$ cat src/rtl/lacts_pkg.sv
// Shared types and constants for the link acknowledge and timeout supervisor.
package lacts_pkg;

   localparam int CMD_W      = 4;
   localparam int VALUE_W    = 15;
   localparam int NUM_W      = 15;
   localparam int STATUS_W   = 2;
   localparam int MAXU_W     = 15;
   localparam int TOUT_W     = 14;
   localparam int CSR_ADDR_W = 4;
   localparam int CSR_DATA_W = 15;
   localparam int REQ_DATA_W = 16;
   localparam int RSP_DATA_W = 40;

   localparam logic [MAXU_W-1:0] MAX_UNACKED_RST = 15'd12;
   localparam logic [TOUT_W-1:0] TIMEOUT_RST     = 14'd15;

   typedef enum logic [CSR_ADDR_W-1:0] {
      CSR_MAX_UNACKED = 4'd0,
      CSR_TIMEOUT     = 4'd1
   } lacts_csr_type;

   typedef enum logic [CMD_W-1:0] {
      CMD_TICK     = 4'd0,
      CMD_SENT     = 4'd1,
      CMD_RECEIVED = 4'd2,
      CMD_PEER_ACK = 4'd3,
      CMD_LOCAL_ACK = 4'd4,
      CMD_CHECK    = 4'd5,
      CMD_CLEAR    = 4'd6,
      CMD_SET_SEND = 4'd7,
      CMD_SET_RECV = 4'd8,
      CMD_TOUCH    = 4'd9
   } lacts_cmd_type;

   typedef enum logic [STATUS_W-1:0] {
      SEND_NORMAL     = 2'd0,
      SEND_OVERRUN    = 2'd1,
      SEND_T1_EXPIRED = 2'd2
   } lacts_send_status_type;

   typedef enum logic [STATUS_W-1:0] {
      RECV_NORMAL   = 2'd0,
      RECV_OVERRUN  = 2'd1,
      RECV_ACK_DUE  = 2'd2,
      RECV_TEST_DUE = 2'd3
   } lacts_recv_status_type;

   typedef struct packed {
      logic [MAXU_W-1:0] max_unacked;
      logic [TOUT_W-1:0] timeout_seconds;
   } lacts_cfg_type;

   typedef struct packed {
      lacts_send_status_type send_status;
      lacts_recv_status_type recv_status;
      logic [NUM_W-1:0]      send_number;
      logic [NUM_W-1:0]      recv_number;
   } lacts_result_type;

endpackage

$ cat src/rtl/lacts_state.sv
// Link state registers with next-state and status logic for one command.
module lacts_state import lacts_pkg::*; #(
   parameter int SEQ_BITS   = 15,
   parameter int TIMER_BITS = 16
) (
   input  logic             clock,
   input  logic             reset,
   input  logic             step,
   input  lacts_cmd_type    cmd,
   input  logic [VALUE_W-1:0] value,
   input  lacts_cfg_type    cfg,
   output lacts_result_type result
);

   localparam int CMP_BITS = (TIMER_BITS > 16) ? TIMER_BITS : 16;

   logic [SEQ_BITS-1:0]   send_seq_ff, send_seq_in;
   logic [SEQ_BITS-1:0]   recv_seq_ff, recv_seq_in;
   logic [SEQ_BITS-1:0]   peer_acked_ff, peer_acked_in;
   logic [SEQ_BITS-1:0]   local_acked_ff, local_acked_in;
   logic [TIMER_BITS-1:0] since_send_ff, since_send_in;
   logic [TIMER_BITS-1:0] since_recv_ff, since_recv_in;
   logic [TIMER_BITS-1:0] since_test_ff, since_test_pre, since_test_in;
   logic                  link_started_ff, link_started_in;

   logic [SEQ_BITS-1:0]   val_seq;
   logic [SEQ_BITS-1:0]   s_un, r_un;
   logic [CMP_BITS-1:0]   t1, t2, t3, t3h;
   logic [CMP_BITS-1:0]   send_age, recv_age, test_age;
   logic                  test_due;

   assign val_seq = value[SEQ_BITS-1:0];

   always_comb begin
      send_seq_in     = send_seq_ff;
      recv_seq_in     = recv_seq_ff;
      peer_acked_in   = peer_acked_ff;
      local_acked_in  = local_acked_ff;
      since_send_in   = since_send_ff;
      since_recv_in   = since_recv_ff;
      since_test_pre  = since_test_ff;
      link_started_in = link_started_ff;
      case (cmd)
         CMD_TICK: begin
            if (since_send_ff != '1) since_send_in = since_send_ff + 1'b1;
            if (since_recv_ff != '1) since_recv_in = since_recv_ff + 1'b1;
            if (since_test_ff != '1) since_test_pre = since_test_ff + 1'b1;
         end
         CMD_SENT: begin
            since_send_in = '0;
            send_seq_in   = send_seq_ff + 1'b1;
         end
         CMD_RECEIVED: begin
            since_recv_in   = '0;
            recv_seq_in     = recv_seq_ff + 1'b1;
            link_started_in = 1'b1;
         end
         CMD_PEER_ACK:  peer_acked_in = val_seq;
         CMD_LOCAL_ACK: local_acked_in = val_seq;
         CMD_CLEAR: begin
            send_seq_in     = '0;
            recv_seq_in     = '0;
            peer_acked_in   = '0;
            local_acked_in  = '0;
            since_send_in   = '1;
            since_recv_in   = '1;
            link_started_in = 1'b0;
         end
         CMD_SET_SEND: send_seq_in = val_seq;
         CMD_SET_RECV: recv_seq_in = val_seq;
         CMD_TOUCH: begin
            since_recv_in   = '0;
            link_started_in = 1'b1;
         end
         default: ;
      endcase
   end

   assign t1  = CMP_BITS'(cfg.timeout_seconds);
   assign t2  = t1 >> 1;
   assign t3  = t1 + (t1 << 1);
   assign t3h = t3 >> 1;

   assign send_age = CMP_BITS'(since_send_in);
   assign recv_age = CMP_BITS'(since_recv_in);
   assign test_age = CMP_BITS'(since_test_pre);

   assign s_un = send_seq_in - peer_acked_in;
   assign r_un = recv_seq_in - local_acked_in;

   always_comb begin
      result.send_number = NUM_W'(send_seq_in);
      result.recv_number = NUM_W'(recv_seq_in);
      test_due = 1'b0;
      if (MAXU_W'(s_un) > cfg.max_unacked) begin
         result.send_status = SEND_OVERRUN;
      end else if ((s_un != '0) && (send_age > t1)) begin
         result.send_status = SEND_T1_EXPIRED;
      end else begin
         result.send_status = SEND_NORMAL;
      end
      if (MAXU_W'(r_un) > cfg.max_unacked) begin
         result.recv_status = RECV_OVERRUN;
      end else if ((r_un != '0) && (recv_age > t2)) begin
         result.recv_status = RECV_ACK_DUE;
      end else if ((r_un == '0) && (s_un == '0) && link_started_in &&
                   (recv_age > t3) && (test_age > t3h)) begin
         result.recv_status = RECV_TEST_DUE;
         test_due = 1'b1;
      end else begin
         result.recv_status = RECV_NORMAL;
      end
      since_test_in = (test_due && (cmd == CMD_CHECK)) ? '0 : since_test_pre;
   end

   always_ff @(posedge clock) begin
      if (reset) begin
         send_seq_ff     <= '0;
         recv_seq_ff     <= '0;
         peer_acked_ff   <= '0;
         local_acked_ff  <= '0;
         since_send_ff   <= '1;
         since_recv_ff   <= '1;
         since_test_ff   <= '1;
         link_started_ff <= 1'b0;
      end else if (step) begin
         send_seq_ff     <= send_seq_in;
         recv_seq_ff     <= recv_seq_in;
         peer_acked_ff   <= peer_acked_in;
         local_acked_ff  <= local_acked_in;
         since_send_ff   <= since_send_in;
         since_recv_ff   <= since_recv_in;
         since_test_ff   <= since_test_in;
         link_started_ff <= link_started_in;
      end
   end

   a_clear_resets: assert property (@(posedge clock) disable iff (reset)
      (step && (cmd == CMD_CLEAR)) |=>
         (send_seq_ff == '0) && (recv_seq_ff == '0) && !link_started_ff)
      else $error("Clear did not reset the sequence state.");

   a_test_needs_link: assert property (@(posedge clock) disable iff (reset)
      (result.recv_status == RECV_TEST_DUE) |-> link_started_in)
      else $error("Test due reported before the link started.");

   a_test_restamp: assert property (@(posedge clock) disable iff (reset)
      (step && (cmd != CMD_CHECK) && (since_test_ff != '0)) |=> (since_test_ff != '0))
      else $error("Test timer cleared by a command other than check.");

endmodule

$ cat src/rtl/link_ack_timeout_supervisor_core.sv
// Top level: input register, link state update and result register.
// A request waits in the input register until the result register can take its result.
// Throughput: one per cycle; input stalls only while a result waits untaken.
// Reset: synchronous, active high; clears counters and acknowledge marks, saturates
// the three second timers, clears link started and restores register defaults.
// Configuration writes are registered directly in the configuration register; csr_ready is always high.
module link_ack_timeout_supervisor_core import lacts_pkg::*; #(
   parameter int SEQ_BITS   = 15,
   parameter int TIMER_BITS = 16
) (
   input  logic                  clock,
   input  logic                  reset,
   input  logic                  req_tvalid,
   output logic                  req_tready,
   input  logic [REQ_DATA_W-1:0] req_tdata,  // value[14:0], zero pad
   input  logic [CMD_W-1:0]      req_tuser,  // command[3:0]
   output logic                  rsp_tvalid,
   input  logic                  rsp_tready,
   // send_status[1:0], recv_status[3:2], send_number[18:4], recv_number[33:19]
   output logic [RSP_DATA_W-1:0] rsp_tdata,
   input  logic                  csr_valid,
   output logic                  csr_ready,
   input  logic [CSR_ADDR_W-1:0] csr_index,
   input  logic [CSR_DATA_W-1:0] csr_wdata
);

   lacts_cfg_type      cfg_ff;
   logic               req_valid_ff;
   lacts_cmd_type      req_cmd_ff;
   logic [VALUE_W-1:0] req_value_ff;
   logic               rsp_valid_ff;
   lacts_result_type   rsp_ff;
   lacts_result_type   result;
   logic               advance;

   assign csr_ready = 1'b1;

   always_ff @(posedge clock) begin
      if (reset) begin
         cfg_ff.max_unacked     <= MAX_UNACKED_RST;
         cfg_ff.timeout_seconds <= TIMEOUT_RST;
      end else if (csr_valid) begin
         case (lacts_csr_type'(csr_index))
            CSR_MAX_UNACKED: cfg_ff.max_unacked <= csr_wdata[MAXU_W-1:0];
            CSR_TIMEOUT:     cfg_ff.timeout_seconds <= csr_wdata[TOUT_W-1:0];
            default: ;
         endcase
      end
   end

   assign advance    = req_valid_ff && (!rsp_valid_ff || rsp_tready);
   assign req_tready = !req_valid_ff || advance;

   always_ff @(posedge clock) begin
      if (reset) begin
         req_valid_ff <= 1'b0;
      end else if (req_tready) begin
         req_valid_ff <= req_tvalid;
      end
   end

   always_ff @(posedge clock) begin
      if (req_tvalid && req_tready) begin
         req_cmd_ff   <= lacts_cmd_type'(req_tuser);
         req_value_ff <= req_tdata[VALUE_W-1:0];
      end
   end

   lacts_state #(
      .SEQ_BITS   (SEQ_BITS),
      .TIMER_BITS (TIMER_BITS)
   ) u_state (
      .clock  (clock),
      .reset  (reset),
      .step   (advance),
      .cmd    (req_cmd_ff),
      .value  (req_value_ff),
      .cfg    (cfg_ff),
      .result (result)
   );

   always_ff @(posedge clock) begin
      if (reset) begin
         rsp_valid_ff <= 1'b0;
      end else if (advance) begin
         rsp_valid_ff <= 1'b1;
      end else if (rsp_tready) begin
         rsp_valid_ff <= 1'b0;
      end
   end

   always_ff @(posedge clock) begin
      if (advance) begin
         rsp_ff <= result;
      end
   end

   assign rsp_tvalid = rsp_valid_ff;
   assign rsp_tdata  = {6'd0, rsp_ff.recv_number, rsp_ff.send_number,
                        rsp_ff.recv_status, rsp_ff.send_status};

   a_advance_fills: assert property (@(posedge clock) disable iff (reset)
      advance |=> rsp_valid_ff)
      else $error("Advanced transaction did not reach the result register.");

   a_stall_reason: assert property (@(posedge clock) disable iff (reset)
      !req_tready |-> (req_valid_ff && rsp_valid_ff && !rsp_tready))
      else $error("Request side stalled without a blocked result.");

   a_result_held: assert property (@(posedge clock) disable iff (reset)
      (rsp_valid_ff && !rsp_tready) |=> (rsp_valid_ff && $stable(rsp_ff)))
      else $error("Pending result changed before it was taken.");

endmodule
$ cat config.mk
export PLATFORM = sky130hd
export DESIGN_NAME = link_ack_timeout_supervisor_core
export DESIGN_NICKNAME = d
export VERILOG_FILES = /design/src/rtl/lacts_pkg.sv /design/src/rtl/lacts_state.sv /design/src/rtl/link_ack_timeout_supervisor_core.sv
export SDC_FILE = /design/constraint.sdc
export NUM_CORES = 1
export LEC_CHECK = 0
export BUFFER_PORTS_ARGS = -buffer_cell sky130_fd_sc_hd__buf_2
export CORE_UTILIZATION = 50
export CTS_BUF_LIST = sky130_fd_sc_hd__clkbuf_4
export CTS_CLUSTER_DIAMETER = 150
export DETAILED_ROUTE_END_ITERATION = 6
export GPL_TIMING_DRIVEN = 0
export PLACE_DENSITY_LB_ADDON = 0.15
export SKIP_LAST_GASP = 1
export SLEW_MARGIN = 20
export SYNTH_ARGS = -nofsm -noshare
export SYNTH_HDL_FRONTEND = slang
export SYNTH_HIERARCHICAL = 1
export SYNTH_SLANG_ARGS = --single-unit
$ cat constraint.sdc
create_clock -name clock -period 6.3 [get_ports clock]
set_input_delay 0.63 -clock clock [delete_from_list [all_inputs] [get_ports clock]]
set_output_delay 0.63 -clock clock [all_outputs]
set_load 0.01 [all_outputs]
* Word-level counts from Yosys, hierarchy flattened
Cells that the tools add are included. W data, S select, Z words.
Cells by class: add/sub/neg operators 8, magnitude comparators 6, eq/ne operators 13, multiplexer cells 20, reduce and logical (&&, ||, !) cells 23
Operators by type and width (number):
- $pmux W16 S3 | 2
- $pmux W15 S3 | 2
- $mux W16 | 5
- $pmux W15 S2 | 2
- $add A16 B1 Y16 const B | 3
- $ne A16 B16 Y1 const B | 3
- $add A15 B1 Y15 const B | 2
- $gt A15 B15 Y1 | 2
- $logic_not A15 Y1 | 2
- $reduce_bool A15 Y1 | 2
- $sub A15 B15 Y15 | 2
- $add A14 B15 Y16 | 1
- $eq A4 B3 Y1 const B | 4
- $gt A16 B13 Y1 | 1
- $gt A16 B14 Y1 | 1
- $gt A16 B15 Y1 | 1
- $gt A16 B16 Y1 | 1
- $logic_and A1 B1 Y1 | 9
- $eq A4 B1 Y1 const B | 2
- $eq A4 B2 Y1 const B | 2
- $eq A4 B4 Y1 const B | 2
- $logic_not A4 Y1 | 2
- $mux W2 | 3
- $mux W1 | 5
- 6 further kinds | 9
Word-level totals: register bits 193, bits of input ports 44, output and inout port bits 43, logic and storage cells 88

* Longest topological paths before layout
depth in word-level cells 13, depth in mapped cells 29, depth with buffers taken out 26

* Hierarchy
The synthesis kept the hierarchy.
Modules (own cells, without submodules):
- lacts_state | instances 1, cells an instance 1488, area each 10924.2 um2, seq. area each 2182.1 um2
- link_ack_timeout_supervisor_core | instances 1, cells an instance 189, area each 2972.9 um2, seq. area each 2212.1 um2

* Least setup slack after synthesis
No wires, ideal clock.
path kind flip-flop to flip-flop, start point register req_cmd_ff[1], end point register u_state.since_test_ff[11], setup time 119 ps, arrival time 5862 ps, data required time 6181 ps, path slack 320 ps, cell stages (with the launch flop) 26, path buffers 2, period minus slack after synthesis 5980 ps, cells stage by stage edfxtp_1 buf_1 nor2_1 nand2_1 a21o_1 nor2_1 nand3_1 xor2_1 o21ai_0 ha_1 a21oi_1 o21ai_0 or3_1 a221o_1 xor2_1 ha_1 nand4_1 nor2_1 a221o_1 a211o_1 o31ai_1 or4b_2 a2111o_1 nor3_4 buf_8 o21ai_2
RTL lines:
- from (decl) | RTL line link_ack_timeout_supervisor_core.sv:29 | lacts_cmd_type req_cmd_ff;
- from (signal assigned) | RTL line link_ack_timeout_supervisor_core.sv:64 | req_cmd_ff <= lacts_cmd_type'(req_tuser);
- to (signal assigned) | RTL line lacts_state.sv:133 | since_test_ff <= since_test_in;
- to (decl) | RTL line lacts_state.sv:23 | logic [TIMER_BITS-1:0] since_test_ff, since_test_pre, since_test_in;

==> metrics list <==
- Initial drt markers: 1456
- Yosys mapped the design onto 83 distinct sky130hd cell types.
* TritonCTS buffer count: 17
* Leading register cell type out of synthesis: dfxtp_1
- After Yosys synthesis, and, or, nand and nor cells account for 22.1% of the synthesized area.
- The worst path needs 6.02 ns of the cycle, external delays included.
- Largest stage delay on the critical path: 0.57 ns
- Number of global-route vias before repair: 11800
- Count of flip-flops with a built-in enable after synthesis: 53
* Number of antenna violations at the first check in global routing: 1
- Across the run, the number of max-cap violations was 0.
* Final Net Count: 1999
* Leftover overflow at the end of global routing: 0
* Multiplexer fraction of the synthesized cell area: 4.26%
* Routability congestion estimate from global placement: 0.976
- Fraction of the yosys area taken by sequential cells: 31.6%
- After filler insertion, the fill cell instance count of the layout stands at 2485.
- Dominant combinational cell family by area after synthesis: simple AND/OR/NAND/NOR gates
- The floorplan step set the die width to 169 microns.
- TritonCTS built the clock tree.
* Final Hold Vio Count: 0
- Master cell of the clock root buffer: clkbuf_4
* Largest net degree at the start of global routing: 24
- Residual DRC: 0
- Summing the areas of all xor and xnor instances in the mapped netlist gives 2.71% of the synthesized area.
* Count of hold buffers inserted by post-cts repair: 0
* Top-Level Pins: 87
* Skew final: 0.0342 ns
* Die area: 28500 sq um
- The longest clock path from root to sink contains 2 buffers.
- Area inside the core boundary: 27100 sq um
- Cells after Synth: 1677
- Summing over every cut layer, the via total after detailed routing is 13400.
- For this run, the share of the core covered by cells in the final layout is 58.5%.
- Of the total synthesized cell area, the portion taken by full adders, half adders and majority gates is 12.6%.
* Wire length of the first global-routing pass: 66200 microns
- Class of the most critical setup path: register to register
- Synthesized area per cell: 8.29 sq um
- The first detailed-routing pass took 6 iterations.
- After legalization and detailed placement, the total HPWL measured 33500 microns.
- In the final routed layout, each cell accounts on average for 19.9 microns.
* Via density per instance: 6.06
- Final count of negative-setup-slack endpoints: 0
- Type of the worst min-delay path: input pin to register
- The completed layout was analyzed and its total power is 3.15 mW.
- Once layout is done, the placed cells without fillers occupy 15900 sq um.
- The count of buffers added on input and output ports is 77.
- Sinks on the clock net: 193
- The synthesized design contains 193 register bits.
- For this configuration, the core starts out at a cell density of 51.3%.
- Actual slew at the worst max-slew pin: 1.20 ns
- In the final layout, the share of cells above drive strength 1 is 14.0%.
- The area growth from synthesis to layout is 14.2%.
- The analysis attributes to cell leakage a power of 6.48 nW.
* CP max-delay cell: edfxtp_1
- In this run the cell area measured after placement is 14800 sq um.
- The number of buffers and inverters on the critical path is 5.
* Data arrival time at the worst-slack endpoint: 6.55 ns
- Number of pins with negative max-slew slack in the final report: 0
- Total power density per cell area: 198 nW/um^2
- In this run the worst path has a maximum fanout of 7.
- For this run, the top clock speed supported by timing is 166 MHz.
- Nature of the critical path startpoint: register
* Share of the synthesized area in compound gates (AO/OA/AOI/OAI): 22.0%
- Combined area of all synthesized cells: 13900 sq um
- At the worst endpoint, the required time is 6.83 ns.
- In this run the tightest slew margin relative to its limit is 19.1%.
* Outcome: completed
* Remaining antenna violation count after routing: 0
- The kind of cell with the highest combined delay along the critical path is compound AO/OA/AOI/OAI gates.
* CTS clk-pin slew, worst paths: 0.21 ns
* Deepest level of the CTS H-tree: 4
* Yosys synthesis warning count: 6
* Final period utilization: 95.5%
- Worst VDD drop: 0.120 mV
* GRT Resource Usage Total: 30.3%
- The worst setup path is captured at a register.
* Clock insertion delay at the later pin of the skew report: 0.65 ns
* Routed wire length: 43900 microns
* Share of synthesized registers carrying an async set or reset: 0%
* Height of the chip: 169 microns
- Number of placement rows: 60
## registers in the layout, summed over array words and instances, names as in the netlist, 4 cells and up
register                count
cfg_ff                     29
req_cmd_ff                  4
req_value_ff               15
rsp_tdata                  34
u_state/local_acked_ff     15
u_state/peer_acked_ff      15
u_state/recv_seq_ff        15
u_state/send_seq_ff        15
u_state/since_recv_ff      16
u_state/since_send_ff      16
u_state/since_test_ff      16
## cell families (layout without fill, tap and decap cells)
group / after synthesis / in the layout
simple gates: 620 / 620
compound gates: 464 / 464
flops: 193 / 193
buf+inv: 158 / 306
fa+ha+maj: 138 / 138
mux: 59 / 59
xor+xnor: 43 / 43
other cells: 2 / 8
## worst paths after layout
kind	endpoint	from	slack (ns)	depth (start not counted)
worst max register to register	u_state/since_test_ff[6]	req_cmd_ff[3]	0.28	25
worst min register to register	u_state/local_acked_ff[0]	u_state/local_acked_ff[0]	0.48	2
worst max-delay path	u_state/since_test_ff[6]	req_cmd_ff[3]	0.28	25
worst min-delay path	req_value_ff[4]	req_tdata[4]	0.14	1
## power by group
part	switching, mW	internal, mW
registers	0.0526	1.33
clock network	0.567	0.212
logic	0.588	0.394
total	1.21	1.94
## Yosys cell counts (4+ instances only)
master	number	area (sq um)
o211ai_1	12	90.1
or3_1	10	62.6
clkbuf_1	73	274
nand3_1	46	230
a221oi_1	4	35.0
and3_1	35	219
a21o_1	23	173
a211oi_1	37	278
nand2_1	162	608
o31a_1	5	43.8
nor2_1	169	634
nor3_1	27	135
xor2_1	17	149
a22oi_1	16	120
or4_1	6	45.0
o31ai_1	9	67.6
o21a_1	20	150
nor4_1	8	50.1
and2_1	8	50.1
ha_1	135	1690
o2111ai_1	4	35.0
o311ai_0	7	61.3
or2_2	11	68.8
nand3b_1	4	30.0
o21ai_2	10	87.6
dfxtp_1	140	2800
inv_1	68	255
nand4_1	32	200
a21oi_1	140	701
buf_4	7	52.6
and4_1	8	70.1
a221o_1	10	100
xnor2_1	26	228
edfxtp_1	53	1590
a211o_1	6	52.6
o211a_1	7	70.1
o21ai_0	83	415
a31oi_1	19	119
o22a_1	8	70.1
nand2b_1	58	363
nor2b_1	20	125
o21bai_1	8	60.1
mux2i_1	58	581
## final cells by class
cell class | count | area, sq um | area share, %
sequential | 193 | 4400 | 27.7
clock buffer | 17 | 128 | 0.804
timing repair buffer | 121 | 786 | 4.95
inverter | 69 | 263 | 1.66
buffer | 84 | 419 | 2.64
multi-input combinational | 1331 | 9190 | 57.9
antenna | 1 | 2.50 | 0.0158
clock inverter | 15 | 215 | 1.36
tap | 372 | 465 | 2.93
## timing repair
action,in CTS,in global routing
gates resized for setup,34,71
setup buffers,11,30
cloned,0,1
endpoints found under the setup margin,18,18
pin swaps,5,23
## layout by cell type (no fill, tap or decap), types with 10 or more instances in the layout
cell type  instances
buf_2             80
buf_4             46
inv_1             67
nor3_1            26
o21a_1            20
or3_1             10
nand2_1          161
xnor2_1           25
a21o_1            22
a21oi_1          132
and3_1            33
a221o_1           10
nor2b_1           19
mux2i_1           58
a211oi_1          37
nor2_1           161
a31oi_1           17
or2_2             11
ha_1             128
edfxtp_1          53
nand4_1           32
xor2_1            16
o211ai_1          12
nand2b_1          55
o21ai_0           74
o21ai_2           13
dfxtp_1          137
a22oi_1           16
clkbuf_1          60
clkbuf_4          18
nand3_1           46
## metrics by stage
step                TNS, ns  setup WS (ns)  instances  hold WS (ns)
floorplan                 0          0.320       1682         0.446
global placement     -16.20          -1.02       2131         0.452
detailed placement   -15.29         -0.964       2133         0.461
CTS                       0         0.0116       2172         0.112
global route         -0.555        -0.0608       2203        0.0759
finish                    0          0.281       2203         0.135
## layer usage
layer	GRT usage [%]	routed length (microns)
met2	45.6	19000
met5	0	0
met1	44.2	20400
met4	8.58	817
met3	5.28	3690
Power figures use the tool's default switching activity.
